===== config.mk =====
export PLATFORM = sky130hd
export DESIGN_NAME = numerov_recurrence_step
export DESIGN_NICKNAME = d
export VERILOG_FILES = /design/src/nrs_pkg.sv /design/src/numerov_recurrence_step.sv
export SDC_FILE = /design/constraint.sdc
export NUM_CORES = 2
export LEC_CHECK = 0
export ABC_AREA = 1
export BUFFER_PORTS_ARGS = -buffer_cell sky130_fd_sc_hd__buf_4
export CORE_AREA = 2 2 557 559
export CTS_CLUSTER_DIAMETER = 50
export CTS_CLUSTER_SIZE = 14
export DETAILED_ROUTE_END_ITERATION = 12
export DIE_AREA = 0 0 559 561
export HOLD_SLACK_MARGIN = 0.02
export PLACE_DENSITY = 0.46
export REMOVE_ABC_BUFFERS = 1
export SLEW_MARGIN = 25
export SYNTH_ARGS = -nofsm -noshare
export SYNTH_HDL_FRONTEND = slang
export SYNTH_SLANG_ARGS = --single-unit

===== constraint.sdc =====
create_clock -name clk -period 14.16 [get_ports clk]
set_input_delay 1.416 -clock clk [delete_from_list [all_inputs] [get_ports clk]]
set_output_delay 1.416 -clock clk [all_outputs]
set_load 0.1 [all_outputs]

===== src/nrs_pkg.sv =====
package nrs_pkg;

  // Value format: signed Q(W-F).F
  localparam int W    = 32;
  localparam int F    = 16;
  localparam int HW   = 16;                 // step size h, unsigned Q0.16
  localparam int CW   = 32;                 // widest configuration register

  localparam int KW   = W + 2;              // k = 2(E - V), signed
  localparam int PMW  = KW - 1 + HW;        // |h2 * k|
  localparam int DG   = (PMW + 7) / 8;      // radix-256 digits of |p|
  localparam int DW12 = DG * 8;
  localparam int AMW  = PMW + 1;            // |a1|, |a2|, |d|
  localparam int MPW  = AMW + HW;           // shared multiplier product
  localparam int NC1  = (W + 1 + HW - 1) / HW;  // 16-bit chunks of |2*y1|
  localparam int NC2  = (W + HW - 1) / HW;      // 16-bit chunks of |y2|
  localparam int Y1W  = NC1 * HW;
  localparam int Y2W  = NC2 * HW;
  localparam int NW   = W + AMW + 3;        // numerator, signed
  localparam int CNTW = $clog2(W);

  typedef enum logic [1:0] {
    REG_ENERGY,
    REG_STEP,
    REG_FIRST,
    REG_SECOND
  } cfg_reg_t;

  localparam logic [W-1:0]   Y_MAX      = {1'b0, {(W-1){1'b1}}};
  localparam logic [W-1:0]   Y_MIN      = {1'b1, {(W-1){1'b0}}};
  localparam logic [AMW-1:0] ONE_FX     = AMW'(64'd1 << (F + HW));
  localparam logic [HW-1:0]  STEP_RST   = 16'd655;
  localparam logic [W-1:0]   SECOND_RST = 32'd655;

  // One radix-256 digit of a divide by twelve: returns {quotient digit, remainder}.
  function automatic logic [11:0] div12_digit(input logic [3:0] rem_in, input logic [7:0] dig);
    logic [4:0] r;
    logic [7:0] q;
    r = {1'b0, rem_in};
    q = '0;
    for (int i = 7; i >= 0; i--) begin
      r = {r[3:0], dig[i]};
      if (r >= 5'd12) begin
        r    = r - 5'd12;
        q[i] = 1'b1;
      end
    end
    return {q, r[3:0]};
  endfunction

  // floor(5 * r / 12) for a remainder r of a divide by twelve
  function automatic logic [2:0] frac5_12(input logic [3:0] r);
    logic [2:0] f;
    case (r) inside
      [4'd0:4'd2]:   f = 3'd0;
      [4'd3:4'd4]:   f = 3'd1;
      [4'd5:4'd7]:   f = 3'd2;
      [4'd8:4'd9]:   f = 3'd3;
      [4'd10:4'd11]: f = 3'd4;
      default:       f = 3'd0;
    endcase
    return f;
  endfunction

endpackage


===== src/numerov_recurrence_step.sv =====
// Numerov integrator for the 1-D Schroedinger equation, one wavefunction value per
// potential sample. Each input beat carries a potential sample V (Q16.16); k = 2(E - V).
// The first beat of a run returns start_value_first, the second start_value_second, and
// every later beat returns y = (2*y1*(1 - 5h^2k1/12) - y2*(1 + h^2k2/12)) / (1 + h^2k/12),
// truncated toward zero and saturated to the 32-bit range; a saturation or a zero divisor
// sets the sticky diverged flag until the next run starts. tuser = run_start marks a new
// run, tlast marks the final grid point and is echoed on the result. One item is in work at
// a time. One shared 50x16 multiplier forms h^2 and the three h^2*k products, each product
// is divided by twelve one byte per cycle, the numerator is accumulated in 5 multiply-add
// steps of 16 bits, and a restoring divider retires one quotient bit per cycle. A result that
// saturates before division skips the divider. A result waits in the output register; the
// block holds there while that register is still full. Configuration is written through
// cfg_we/cfg_addr/cfg_wdata; the user must write it only while no item is in work, and the
// block itself does not enforce this.
module numerov_recurrence_step (
  input  logic                    clk,
  input  logic                    rst_n,
  // configuration
  input  logic                    cfg_we,
  input  logic [1:0]              cfg_addr,
  input  logic [nrs_pkg::CW-1:0]  cfg_wdata,
  // potential samples
  input  logic                    in_tvalid,
  output logic                    in_tready,
  input  logic [nrs_pkg::W-1:0]   in_tdata,   // [31:0] potential
  input  logic                    in_tuser,   // [0] run_start
  input  logic                    in_tlast,   // last_sample
  // wavefunction values
  output logic                    out_tvalid,
  input  logic                    out_tready,
  output logic [nrs_pkg::W-1:0]   out_tdata,  // [31:0] wave_value
  output logic                    out_tuser,  // [0] diverged
  output logic                    out_tlast   // run_end
);

  localparam int W    = nrs_pkg::W;
  localparam int HW   = nrs_pkg::HW;
  localparam int KW   = nrs_pkg::KW;
  localparam int PMW  = nrs_pkg::PMW;
  localparam int DG   = nrs_pkg::DG;
  localparam int DW12 = nrs_pkg::DW12;
  localparam int AMW  = nrs_pkg::AMW;
  localparam int MPW  = nrs_pkg::MPW;
  localparam int NC1  = nrs_pkg::NC1;
  localparam int NC2  = nrs_pkg::NC2;
  localparam int Y1W  = nrs_pkg::Y1W;
  localparam int Y2W  = nrs_pkg::Y2W;
  localparam int NW   = nrs_pkg::NW;
  localparam int CNTW = nrs_pkg::CNTW;
  localparam int NHW  = NW - 1 - W;

  typedef enum logic [3:0] {
    ST_IDLE,
    ST_H2,
    ST_KABS,
    ST_PMUL,
    ST_D12,
    ST_TERM,
    ST_SUM,
    ST_MAC,
    ST_NABS,
    ST_CHK,
    ST_DIV,
    ST_FIN,
    ST_OUT
  } state_t;

  typedef enum logic [1:0] {
    PH_NEW,
    PH_SECOND,
    PH_REC
  } phase_t;

  typedef enum logic [1:0] {
    TERM_D,
    TERM_A1,
    TERM_A2
  } term_t;

  state_t            state_r;
  phase_t            phase_r;
  term_t             sel_r;
  logic [CNTW-1:0]   cnt_r;

  logic [W-1:0]      energy_r;
  logic [HW-1:0]     step_r;
  logic [W-1:0]      first_r;
  logic [W-1:0]      second_r;

  logic [W-1:0]      wave_prev_r;
  logic [W-1:0]      wave_prev2_r;
  logic [KW-1:0]     kappa_prev_r;
  logic [KW-1:0]     kappa_prev2_r;
  logic [KW-1:0]     k_r;
  logic              diverged_r;
  logic              last_r;

  logic [HW-1:0]     h2_r;
  logic [KW-2:0]     kmag_r;
  logic              ksgn_r;
  logic [DW12-1:0]   dsh_r;
  logic [DW12-1:0]   q12_r;
  logic [3:0]        rem12_r;
  logic [PMW-1:0]    tm_r;
  logic [AMW-1:0]    a1mag_r;
  logic [AMW-1:0]    a2mag_r;
  logic [AMW-1:0]    dmag_r;
  logic              a1neg_r;
  logic              a2neg_r;
  logic              dneg_r;
  logic [Y1W-1:0]    ym1_r;
  logic [Y2W-1:0]    ym2_r;
  logic              y1neg_r;
  logic              y2neg_r;
  logic [NW-1:0]     acc_r;
  logic [NW-2:0]     nmag_r;
  logic              nneg_r;
  logic [AMW-1:0]    rem_r;
  logic [W-1:0]      qsh_r;
  logic [W-1:0]      y_r;

  logic              out_tvalid_r;
  logic [W-1:0]      out_tdata_r;
  logic              out_tuser_r;
  logic              out_tlast_r;

  logic              in_fire;
  logic [W:0]        diff;
  logic [KW-1:0]     k_new;
  logic [KW-1:0]     k_sel;
  logic [KW-1:0]     k_abs;
  logic [W:0]        two_y1;
  logic [W:0]        y1_abs;
  logic [W-1:0]      y2_abs;
  logic [AMW-1:0]    mul_x;
  logic [HW-1:0]     mul_c;
  logic [MPW-1:0]    mul_prod;
  logic [HW-1:0]     mac_chunk;
  logic [NW-1:0]     mac_pp;
  logic              mac_term1;
  logic              mac_sub;
  logic [NW-1:0]     acc_nxt;
  logic [11:0]       d12_res;
  logic [PMW+2:0]    five_q;
  logic [PMW-1:0]    tm_nxt;
  logic [AMW-1:0]    tm_ext;
  logic              sum_sub;
  logic              sum_big;
  logic [AMW-1:0]    sum_mag;
  logic              sum_neg;
  logic [NW-1:0]     acc_abs;
  logic [NHW-1:0]    n_hi;
  logic              chk_ovf;
  logic [AMW:0]      remsh;
  logic [AMW:0]      rem_sub;
  logic              div_ge;
  logic              qneg;
  logic              qovf;
  logic [W-1:0]      fin_y;
  logic              out_free;

  assign in_tready  = (state_r == ST_IDLE);
  assign in_fire    = in_tvalid & in_tready;
  assign out_tvalid = out_tvalid_r;
  assign out_tdata  = out_tdata_r;
  assign out_tuser  = out_tuser_r;
  assign out_tlast  = out_tlast_r;
  assign out_free   = ~out_tvalid_r | out_tready;

  assign diff  = {energy_r[W-1], energy_r} - {in_tdata[W-1], in_tdata};
  assign k_new = {diff, 1'b0};

  always_comb begin
    case (sel_r)
      TERM_D:  k_sel = k_r;
      TERM_A1: k_sel = kappa_prev_r;
      default: k_sel = kappa_prev2_r;
    endcase
  end

  assign k_abs  = k_sel[KW-1] ? (~k_sel + 1'b1) : k_sel;
  assign two_y1 = {wave_prev_r, 1'b0};
  assign y1_abs = two_y1[W] ? (~two_y1 + 1'b1) : two_y1;
  assign y2_abs = wave_prev2_r[W-1] ? (~wave_prev2_r + 1'b1) : wave_prev2_r;

  // chunk of the y magnitude and weight of the partial product for this MAC step
  assign mac_term1 = (cnt_r < CNTW'(NC1));

  always_comb begin
    mac_chunk = '0;
    mac_pp    = '0;
    for (int i = 0; i < NC1; i++) begin
      if (cnt_r == CNTW'(i)) begin
        mac_chunk = ym1_r[i*HW +: HW];
        mac_pp    = NW'(mul_prod) << (i * HW);
      end
    end
    for (int i = 0; i < NC2; i++) begin
      if (cnt_r == CNTW'(NC1 + i)) begin
        mac_chunk = ym2_r[i*HW +: HW];
        mac_pp    = NW'(mul_prod) << (i * HW);
      end
    end
  end

  // shared multiplier
  always_comb begin
    case (state_r)
      ST_H2: begin
        mul_x = AMW'(step_r);
        mul_c = step_r;
      end
      ST_PMUL: begin
        mul_x = AMW'(kmag_r);
        mul_c = h2_r;
      end
      ST_MAC: begin
        mul_x = mac_term1 ? a1mag_r : a2mag_r;
        mul_c = mac_chunk;
      end
      default: begin
        mul_x = '0;
        mul_c = '0;
      end
    endcase
  end

  assign mul_prod = MPW'(mul_x) * MPW'(mul_c);

  // the second product is subtracted, so its sign flips
  assign mac_sub = mac_term1 ? (y1neg_r ^ a1neg_r) : ~(y2neg_r ^ a2neg_r);
  assign acc_nxt = mac_sub ? (acc_r - mac_pp) : (acc_r + mac_pp);

  assign d12_res = nrs_pkg::div12_digit(rem12_r, dsh_r[DW12-1 -: 8]);

  // trunc(5p/12) = 5q + floor(5r/12) with |p| = 12q + r
  assign five_q = (PMW+3)'({q12_r[PMW-1:0], 2'b00}) + (PMW+3)'(q12_r[PMW-1:0])
                + (PMW+3)'(nrs_pkg::frac5_12(rem12_r));
  assign tm_nxt = (sel_r == TERM_A1) ? five_q[PMW-1:0] : q12_r[PMW-1:0];

  // ONE +/- term, kept as sign and magnitude
  assign tm_ext  = AMW'(tm_r);
  assign sum_sub = (sel_r == TERM_A1) ^ ksgn_r;
  assign sum_big = tm_ext > nrs_pkg::ONE_FX;
  assign sum_neg = sum_sub & sum_big;

  always_comb begin
    if (!sum_sub) begin
      sum_mag = tm_ext + nrs_pkg::ONE_FX;
    end else if (sum_big) begin
      sum_mag = tm_ext - nrs_pkg::ONE_FX;
    end else begin
      sum_mag = nrs_pkg::ONE_FX - tm_ext;
    end
  end

  assign acc_abs = acc_r[NW-1] ? (~acc_r + 1'b1) : acc_r;

  // quotient of at least 2^W is out of range before dividing
  assign n_hi    = nmag_r[NW-2:W];
  assign chk_ovf = (n_hi >= NHW'(dmag_r));

  assign remsh   = {rem_r, qsh_r[W-1]};
  assign rem_sub = remsh - {1'b0, dmag_r};
  assign div_ge  = (remsh >= {1'b0, dmag_r});

  assign qneg  = nneg_r ^ dneg_r;
  assign qovf  = qneg ? (qsh_r > nrs_pkg::Y_MIN) : (qsh_r > nrs_pkg::Y_MAX);

  always_comb begin
    if (qovf) begin
      fin_y = qneg ? nrs_pkg::Y_MIN : nrs_pkg::Y_MAX;
    end else if (qneg) begin
      fin_y = ~qsh_r + 1'b1;
    end else begin
      fin_y = qsh_r;
    end
  end

  always_ff @(posedge clk) begin
    if (!rst_n) begin
      state_r       <= ST_IDLE;
      phase_r       <= PH_NEW;
      sel_r         <= TERM_D;
      cnt_r         <= '0;
      energy_r      <= '0;
      step_r        <= nrs_pkg::STEP_RST;
      first_r       <= '0;
      second_r      <= nrs_pkg::SECOND_RST;
      wave_prev_r   <= '0;
      wave_prev2_r  <= '0;
      kappa_prev_r  <= '0;
      kappa_prev2_r <= '0;
      diverged_r    <= 1'b0;
      out_tvalid_r  <= 1'b0;
    end else begin
      if (cfg_we) begin
        case (nrs_pkg::cfg_reg_t'(cfg_addr))
          nrs_pkg::REG_ENERGY: energy_r <= cfg_wdata[W-1:0];
          nrs_pkg::REG_STEP:   step_r   <= cfg_wdata[HW-1:0];
          nrs_pkg::REG_FIRST:  first_r  <= cfg_wdata[W-1:0];
          nrs_pkg::REG_SECOND: second_r <= cfg_wdata[W-1:0];
          default: ;
        endcase
      end

      // drop the beat once taken, unless a new one is loaded this cycle
      if (out_tvalid_r && out_tready && state_r != ST_OUT) begin
        out_tvalid_r <= 1'b0;
      end

      case (state_r)
        ST_IDLE: begin
          if (in_fire) begin
            k_r    <= k_new;
            last_r <= in_tlast;
            if (in_tuser || phase_r == PH_NEW) begin
              diverged_r <= 1'b0;
              y_r        <= first_r;
              phase_r    <= in_tlast ? PH_NEW : PH_SECOND;
              state_r    <= ST_OUT;
            end else if (phase_r == PH_SECOND) begin
              y_r     <= second_r;
              phase_r <= in_tlast ? PH_NEW : PH_REC;
              state_r <= ST_OUT;
            end else begin
              phase_r <= in_tlast ? PH_NEW : PH_REC;
              state_r <= ST_H2;
            end
          end
        end
        ST_H2: begin
          h2_r    <= mul_prod[2*HW-1:HW];
          ym1_r   <= Y1W'(y1_abs);
          ym2_r   <= Y2W'(y2_abs);
          y1neg_r <= wave_prev_r[W-1];
          y2neg_r <= wave_prev2_r[W-1];
          acc_r   <= '0;
          sel_r   <= TERM_D;
          state_r <= ST_KABS;
        end
        ST_KABS: begin
          kmag_r  <= k_abs[KW-2:0];
          ksgn_r  <= k_sel[KW-1];
          state_r <= ST_PMUL;
        end
        ST_PMUL: begin
          dsh_r   <= DW12'(mul_prod);
          rem12_r <= '0;
          cnt_r   <= '0;
          state_r <= ST_D12;
        end
        ST_D12: begin
          // one byte of |p| / 12 per step, most significant first
          dsh_r   <= dsh_r << 8;
          q12_r   <= {q12_r[DW12-9:0], d12_res[11:4]};
          rem12_r <= d12_res[3:0];
          cnt_r   <= cnt_r + 1'b1;
          if (cnt_r == CNTW'(DG - 1)) begin
            state_r <= ST_TERM;
          end
        end
        ST_TERM: begin
          tm_r    <= tm_nxt;
          state_r <= ST_SUM;
        end
        ST_SUM: begin
          case (sel_r)
            TERM_D: begin
              dmag_r  <= sum_mag;
              dneg_r  <= sum_neg;
              sel_r   <= TERM_A1;
              state_r <= ST_KABS;
            end
            TERM_A1: begin
              a1mag_r <= sum_mag;
              a1neg_r <= sum_neg;
              sel_r   <= TERM_A2;
              state_r <= ST_KABS;
            end
            default: begin
              a2mag_r <= sum_mag;
              a2neg_r <= sum_neg;
              cnt_r   <= '0;
              state_r <= ST_MAC;
            end
          endcase
        end
        ST_MAC: begin
          acc_r <= acc_nxt;
          cnt_r <= cnt_r + 1'b1;
          if (cnt_r == CNTW'(NC1 + NC2 - 1)) begin
            state_r <= ST_NABS;
          end
        end
        ST_NABS: begin
          nmag_r  <= acc_abs[NW-2:0];
          nneg_r  <= acc_r[NW-1];
          state_r <= ST_CHK;
        end
        ST_CHK: begin
          if (dmag_r == '0) begin
            diverged_r <= 1'b1;
            y_r        <= nneg_r ? nrs_pkg::Y_MIN : nrs_pkg::Y_MAX;
            state_r    <= ST_OUT;
          end else if (chk_ovf) begin
            diverged_r <= 1'b1;
            y_r        <= qneg ? nrs_pkg::Y_MIN : nrs_pkg::Y_MAX;
            state_r    <= ST_OUT;
          end else begin
            rem_r   <= n_hi[AMW-1:0];
            qsh_r   <= nmag_r[W-1:0];
            cnt_r   <= '0;
            state_r <= ST_DIV;
          end
        end
        ST_DIV: begin
          // restoring divide, one quotient bit per step
          rem_r <= div_ge ? rem_sub[AMW-1:0] : remsh[AMW-1:0];
          qsh_r <= {qsh_r[W-2:0], div_ge};
          cnt_r <= cnt_r + 1'b1;
          if (cnt_r == CNTW'(W - 1)) begin
            state_r <= ST_FIN;
          end
        end
        ST_FIN: begin
          y_r <= fin_y;
          if (qovf) begin
            diverged_r <= 1'b1;
          end
          state_r <= ST_OUT;
        end
        ST_OUT: begin
          // hold until the output register is free, then advance the history
          if (out_free) begin
            out_tvalid_r  <= 1'b1;
            out_tdata_r   <= y_r;
            out_tuser_r   <= diverged_r;
            out_tlast_r   <= last_r;
            wave_prev2_r  <= wave_prev_r;
            wave_prev_r   <= y_r;
            kappa_prev2_r <= kappa_prev_r;
            kappa_prev_r  <= k_r;
            state_r       <= ST_IDLE;
          end
        end
        default: state_r <= ST_IDLE;
      endcase
    end
  end

endmodule

# --- Word level (Yosys, flattened, before mapping) ---
# Cells that the tools add are included.
word_totals:
  ff_bits: 1037
  in_bits: 73
  output_inout_bits: 36
  wordCells: 284
classes:
  n_addsub: 23
  n_mul: 1
  magnitude_cmp: 24
  eq_ne: 37
  mux: 94
  bitwise_logic: 15
  reduce_logical: 46
op_table:
  columns: ["operator", "n"]
  rows:
  - ["32-bit 2-to-1 mux", 12]
  - ["85-bit 2-to-1 mux", 4]
  - ["50-bit 2-to-1 mux", 6]
  - ["85-bit case mux with 2 select lines", 1]
  - ["50-bit case mux with 3 select lines", 1]
  - ["56-bit case mux with 2 select lines", 1]
  - ["50-bit case mux with 2 select lines", 1]
  - ["32-bit case mux with 3 select lines", 1]
  - ["85-bit adder", 1]
  - ["85-bit subtractor", 1]
  - ["84-bit by 1-bit adder with 84-bit output (second input constant)", 1]
  - ["84-bit 2-to-1 mux", 1]
  - ["84-bit NOT", 1]
  - ["82-bit 2-to-1 mux", 1]
  - ["16-bit 2-to-1 mux", 5]
  - ["34-bit case mux with 2 select lines", 1]
  - ["33-bit by 1-bit adder with 33-bit output (second input constant)", 2]
  - ["50-bit by 16-bit multiplier with 66-bit output", 1]
  - ["66-bit 2-to-1 mux", 1]
  - ["33-bit NOT", 2]
  - ["32-bit by 1-bit adder with 32-bit output (second input constant)", 2]
  - ["32-bit NOT", 2]
  - ["32-bit case mux with 2 select lines", 1]
  - ["4-bit 2-to-1 mux", 15]
  - ["70 further kinds", 175]

# --- Logic depth before layout (Yosys ltp) ---
depth:
  ltp_word: 17
  depth_mapped: 67
  ltp_nobuf: 65

# --- Worst setup path before layout ---
# OpenSTA, ideal clock, no wires.
synth_path:
  path_type: "register to register"
  from: "register cnt_r[0]"
  to: "register acc_r[84], data pin"
  setup_time_ns: 0.255
  t_arrival_ns: 10.030
  t_required_ns: 13.905
  setup_slack_ns: 3.875
  stages_incl_launch_ff: 59
  path_buffers: 3
  period_less_slack_ns: 10.285
  path_cell_list: "dfxtp_1 -> inv_1 -> ha_1 -> nand3_1 -> nand2_1 -> clkbuf_1 -> nor3_1 -> nand2_1 -> a41o_1 -> nand2_1 -> clkbuf_1 -> clkbuf_1 -> nand2_1 -> fa_1 -> inv_1 -> fa_1 -> fa_1 -> fa_1 -> (+23 left out) -> nor2_4 -> nand2_2 -> xor2_1 -> ha_1 -> nand2_1 -> nor2_1 -> inv_1 -> nor2_1 -> inv_1 -> nor2_1 -> nand2_1 -> o311ai_0 -> a21oi_1 -> xnor2_1 -> inv_1 -> nand3_1 -> nand2_1 -> nor2_1"
synth_between:
  elab_chain_cells: 16
  word_cells_on_any_way: 25
  classes_between: "add/sub (2); mul (1); order compare (1); eq/ne (4); mux (16); reduce/logical (1)"
synth_lines:
  columns: ["item", "line", "text"]
  rows:
  - ["from (decl)", "numerov_recurrence_step.sv:83", "logic [CNTW-1:0] cnt_r;"]
  - ["from (signal assigned)", "numerov_recurrence_step.sv:358", "cnt_r <= cnt_r + 1'b1;"]
  - ["from (signal assigned)", "numerov_recurrence_step.sv:391", "cnt_r <= cnt_r + 1'b1;"]
  - ["from (signal assigned)", "numerov_recurrence_step.sv:421", "cnt_r <= cnt_r + 1'b1;"]
  - ["5-bit zero test", "numerov_recurrence_step.sv:193", "if (cnt_r == CNTW'(i)) begin"]
  - ["16-bit 2-to-1 mux (3 in series)", "numerov_recurrence_step.sv:193", null]
  - ["16-bit 2-to-1 mux (2 in series)", "numerov_recurrence_step.sv:199", "if (cnt_r == CNTW'(NC1 + i)) begin"]
  - ["16-bit case mux with 3 select lines", "numerov_recurrence_step.sv:208", "case (state_r)"]
  - ["50-bit by 16-bit multiplier with 66-bit output", "numerov_recurrence_step.sv:228", "assign mul_prod = MPW'(mul_x) * MPW'(mul_c);"]
  - ["66-bit 2-to-1 mux", "numerov_recurrence_step.sv:193", null]
  - ["82-bit 2-to-1 mux", "numerov_recurrence_step.sv:193", null]
  - ["85-bit 2-to-1 mux", "numerov_recurrence_step.sv:193", null]
  - ["85-bit 2-to-1 mux (2 in series)", "numerov_recurrence_step.sv:199", null]
  - ["85-bit adder or 85-bit subtractor (tied branches)", "numerov_recurrence_step.sv:232", "assign acc_nxt = mac_sub ? (acc_r - mac_pp) : (acc_r + mac_pp);"]
  - ["85-bit 2-to-1 mux *", "numerov_recurrence_step.sv:232", null]
  - ["85-bit case mux with 2 select lines *", "numerov_recurrence_step.sv:312", "case (state_r)"]
  - ["to (signal assigned)", "numerov_recurrence_step.sv:390", "acc_r <= acc_nxt;"]
  - ["to (decl)", "numerov_recurrence_step.sv:115", "logic [NW-1:0] acc_r;"]
# Mark *: on every way between the ends. The rest lies on a longest branch, timed or not.
# A chain may end at the register's enable or synchronous reset.

# --- Worst setup path in the final report ---
layout_path:
  from: "register cnt_r[0]"
  to: "register acc_r[65], data pin"
layout_between:
  elab_chain_cells: 16
  word_cells_on_any_way: 25
  classes_between: "add/sub (2); mul (1); order compare (1); eq/ne (4); mux (16); reduce/logical (1)"
layout_lines:
  columns: ["item", "line", "text"]
  rows:
  - ["5-bit zero test", "numerov_recurrence_step.sv:193", null]
  - ["16-bit 2-to-1 mux (3 in series)", "numerov_recurrence_step.sv:193", null]
  - ["16-bit 2-to-1 mux (2 in series)", "numerov_recurrence_step.sv:199", null]
  - ["16-bit case mux with 3 select lines", "numerov_recurrence_step.sv:208", null]
  - ["50-bit by 16-bit multiplier with 66-bit output *", "numerov_recurrence_step.sv:228", null]
  - ["named net mul_prod[17]", "numerov_recurrence_step.sv:137", "logic [MPW-1:0] mul_prod;"]
  - ["66-bit 2-to-1 mux", "numerov_recurrence_step.sv:193", null]
  - ["82-bit 2-to-1 mux", "numerov_recurrence_step.sv:193", null]
  - ["85-bit 2-to-1 mux", "numerov_recurrence_step.sv:193", null]
  - ["85-bit 2-to-1 mux", "numerov_recurrence_step.sv:199", null]
  - ["85-bit 2-to-1 mux *", "numerov_recurrence_step.sv:199", null]
  - ["85-bit adder or 85-bit subtractor (tied branches)", "numerov_recurrence_step.sv:232", null]
  - ["85-bit 2-to-1 mux *", "numerov_recurrence_step.sv:232", null]
  - ["85-bit case mux with 2 select lines *", "numerov_recurrence_step.sv:312", null]
# The timed path passes the listed nets; every way through them passes the cells marked *.

==> reports/metrics.csv <==
metric;value;unit
status;completed;
met1 Track Usage GR;0.3350;
Worst Setup End Kind;flip-flop;
CTS max path bufs;4;
sequential element share of the synthesized area;0.3106;
post-synthesis cell type with the largest combined area;edfxtp_1;
hold_buf cts;0;
Post-Place Cells;15865;
worst-path fanout max;12;
1st-iter DRT viols;7716;
grt ovf;0;
slack of the worst reg-to-reg path;0.74;ns
DR vias/cell;5.029;
pin count of the biggest net entering global routing;96;
RSZ-0062 raised after global routing;false;
met2 usage;0.3628;
Post-Syn Area;91770;µm²
placed wire-length estimate;301.2;mm
Synth cell types;72;
Critical Path Source Type;flip-flop;
Most common cell on crit path;nand2_1;
Synth Area in Compound Gates;0.1141;
CP max stage delay;0.67;ns
CP required;14.66;ns
most common cell after layout, fill and taps aside;nand2_1;
Sink Count;1035;
fin nets;13115;
cell count of the worst reg-to-reg path;48;
initial core utilization;0.2984;
GRT met3 Usage;0.02431;
DRT Wirelength;372.9;mm
Layout Skew;0.1074;ns
top cells by area, synth;edfxtp_1 25%, fa_1 15%, nand2_1 11%;
final setup fails;0;
IO Count;109;
Hold Path Class;flip-flop to flip-flop;
Placer Congestion;0.9851;
largest family of logic cells by synthesized area;simple AND/OR/NAND/NOR gates;
first-pass GRT wire length;544.4;mm
core area;307600;µm²
First-pass DRT Iterations;9;
minimum clock period;13.42;ns
Core Util, Final;0.3354;
total track usage;0.2330;
post-cts resize count;0;
RR Startpoint;cnt_r[0];
Levels on crit path;48;
IO Port Bufs;108;
total CTS buffers;153;
origin of the worst setup path;cnt_r[0];
fin crit share;0.9478;
Critical R2R Capture;acc_r[65];
EDFF count, synth;778;
drt drc;0;
Rel. slew slack;0.2283;
initial antenna violation count;22;
main flop type after synthesis;edfxtp_1;
cell area after layout;103100;µm²
CP Capture Point;acc_r[65];
DP Area;97950;µm²
leakage power;45.26;nW
CP Class;flip-flop to flip-flop;
Via Count;81146;
Die ar.;313600;µm²
setup TNS;0;ns
Die Y;561;µm
post-synthesis adder-cell area fraction;0.2109;
vias in the first global route;80040;
XOR/XNOR Fraction of Synth Area;0.04075;
drt wl/cell;23.11;µm
Avg Inst Size Synth;7.763;µm²
post-route setup slack;0.7389;ns
Worst Tran Pin Value;1.154;ns
Slew Limit Fails;0;
Ys Warns;0;
Die Width;559;µm
Fin. Hold Viols;0;
num rows;204;
Slowest cell on crit path;nor2_1;
top-area cell type share of the netlist area;0.2546;
dpl ws;1.016;ns
hold path cells;0;
Clock Latency Late Sink;0.86;ns
DRT antenna net count;0;
mux contribution to synthesized area;0;
Cell Pwr Density;130.2;nW/µm²
maxcap violations;0;
commonest cells after routing, fill and taps aside;2643 x nand2_1, 1986 x inv_1, 1235 x nor2_1, 778 x edfxtp_1, 763 x a21oi_1;
fin cells;16136;
Worst path top cell family by delay;simple AND/OR/NAND/NOR gates;
share of cells above drive strength 1;0.06551;
GR peak layer;met2;
Buf/Inv on CP;10;
critical path arrival;13.92;ns
H-tree levels;4;
worst vdd ir;0.1071;mV
CTS tree;yes;
ys async rst share;0;
synthesis-to-layout area growth;12.39;%
Synth Register Bits;1035;
Syn Inst Count;11822;
Max Fclk;74.51;MHz
Clock Root Buffer;clkbuf_16;
Synth Area in Simple Gates;0.2248;
Worst-path clk slew;0.06;ns
post-CTS setup buffers;0;
-- cell usage after synthesis, types with 34 or more instances --
cell type / count
o21a_1: 52
fa_1: 675
ha_1: 467
xor2_1: 291
a31oi_1: 86
clkbuf_1: 309
xnor2_1: 136
nand3_1: 520
a21oi_1: 766
nand2_2: 34
o211ai_1: 112
o21ai_0: 642
edfxtp_1: 778
nor4_1: 71
dfxtp_1: 257
nor3_1: 112
nor2_1: 1245
inv_1: 1991
nand4_1: 116
o21bai_1: 41
nand2_1: 2646
or2_2: 63
inv_2: 37
-- kinds of logic after synthesis --
family                   after synthesis
XOR/XNOR                             427
AO/OA/AOI/OAI                       1875
AND/OR/NAND/NOR                     4945
flip-flops                          1035
adder cells (fa/ha/maj)             1142
buffers and inverters               2398
-- where the power goes --
group	switching [mW]	internal [mW]	total [mW]	leakage, nW
clock	1.60	2.36	3.96	2.53
sequential	0.259	3.65	3.91	9.21
combinational	4.07	1.49	5.56	33.5
total	5.93	7.50	13.4	45.3
-- area by class of cell --
type | count | area, µm²
Antenna cell | 3 | 7.507
Clock buffer | 177 | 4100
Clock inverter | 91 | 1091
Fill cell | 33139 | 204400
Inverter | 2036 | 7645
Multi-Input combinational cell | 8389 | 54390
Sequential cell | 1035 | 28510
Tap cell | 4120 | 5155
Timing Repair Buffer | 285 | 2247
-- layer usage --
| layer | wire length (µm) | vias to the layer above | part of all wire |
|---|---|---|---|
| met3 | 21780 | 479 | 0.058 |
| met1 | 173800 | 39915 | 0.47 |
| met4 | 13920 | 0 | 0.037 |
| met2 | 163400 | 2546 | 0.44 |
| met5 | 0 | - | 0 |
| li1 | - | 38206 | - |
-- per-stage QoR --
stage / total power [mW] / hold WS (ns)
3_3_place_gp: 9.445 / 0.4030
6_report: 13.43 / 0.4170
4_1_cts: 13.40 / 0.4181
3_5_place_dp: 9.397 / 0.4189
5_1_grt: 14.10 / 0.4203
2_1_floorplan: 7.186 / 0.4003
-- sequential cells by signal (all words and copies together) (netlist names), 33 cells and up --
name / count
acc_r: 85
nmag_r: 84
dsh_r: 56
a1mag_r: 50
a2mag_r: 50
dmag_r: 50
rem_r: 50
q12_r: 49
tm_r: 49
k_r: 33
kappa_prev2_r: 33
kappa_prev_r: 33
-- how the worst min path moves through the flow --
stage / from / endpoint / slack, ns
after floorplan: last_r / out_tlast / 0.40
after global placement: last_r / out_tlast / 0.40
after detailed placement: last_r / out_tlast / 0.42
after CTS: last_r / out_tlast / 0.42
after global routing: last_r / out_tlast / 0.42
final: last_r / out_tlast / 0.42
-- worst register-to-register path: cells and delay by family, from the launching register on --
family	cells	cell delay, ns
AND/OR/NAND/NOR	20	4.30
adder cells (fa/ha/maj)	9	4.15
AO/OA/AOI/OAI	7	2.14
buffers and inverters	10	1.16
XOR/XNOR	2	0.87
flip-flops	1	0.40
No activity file was read; power rests on OpenSTA's default activity.
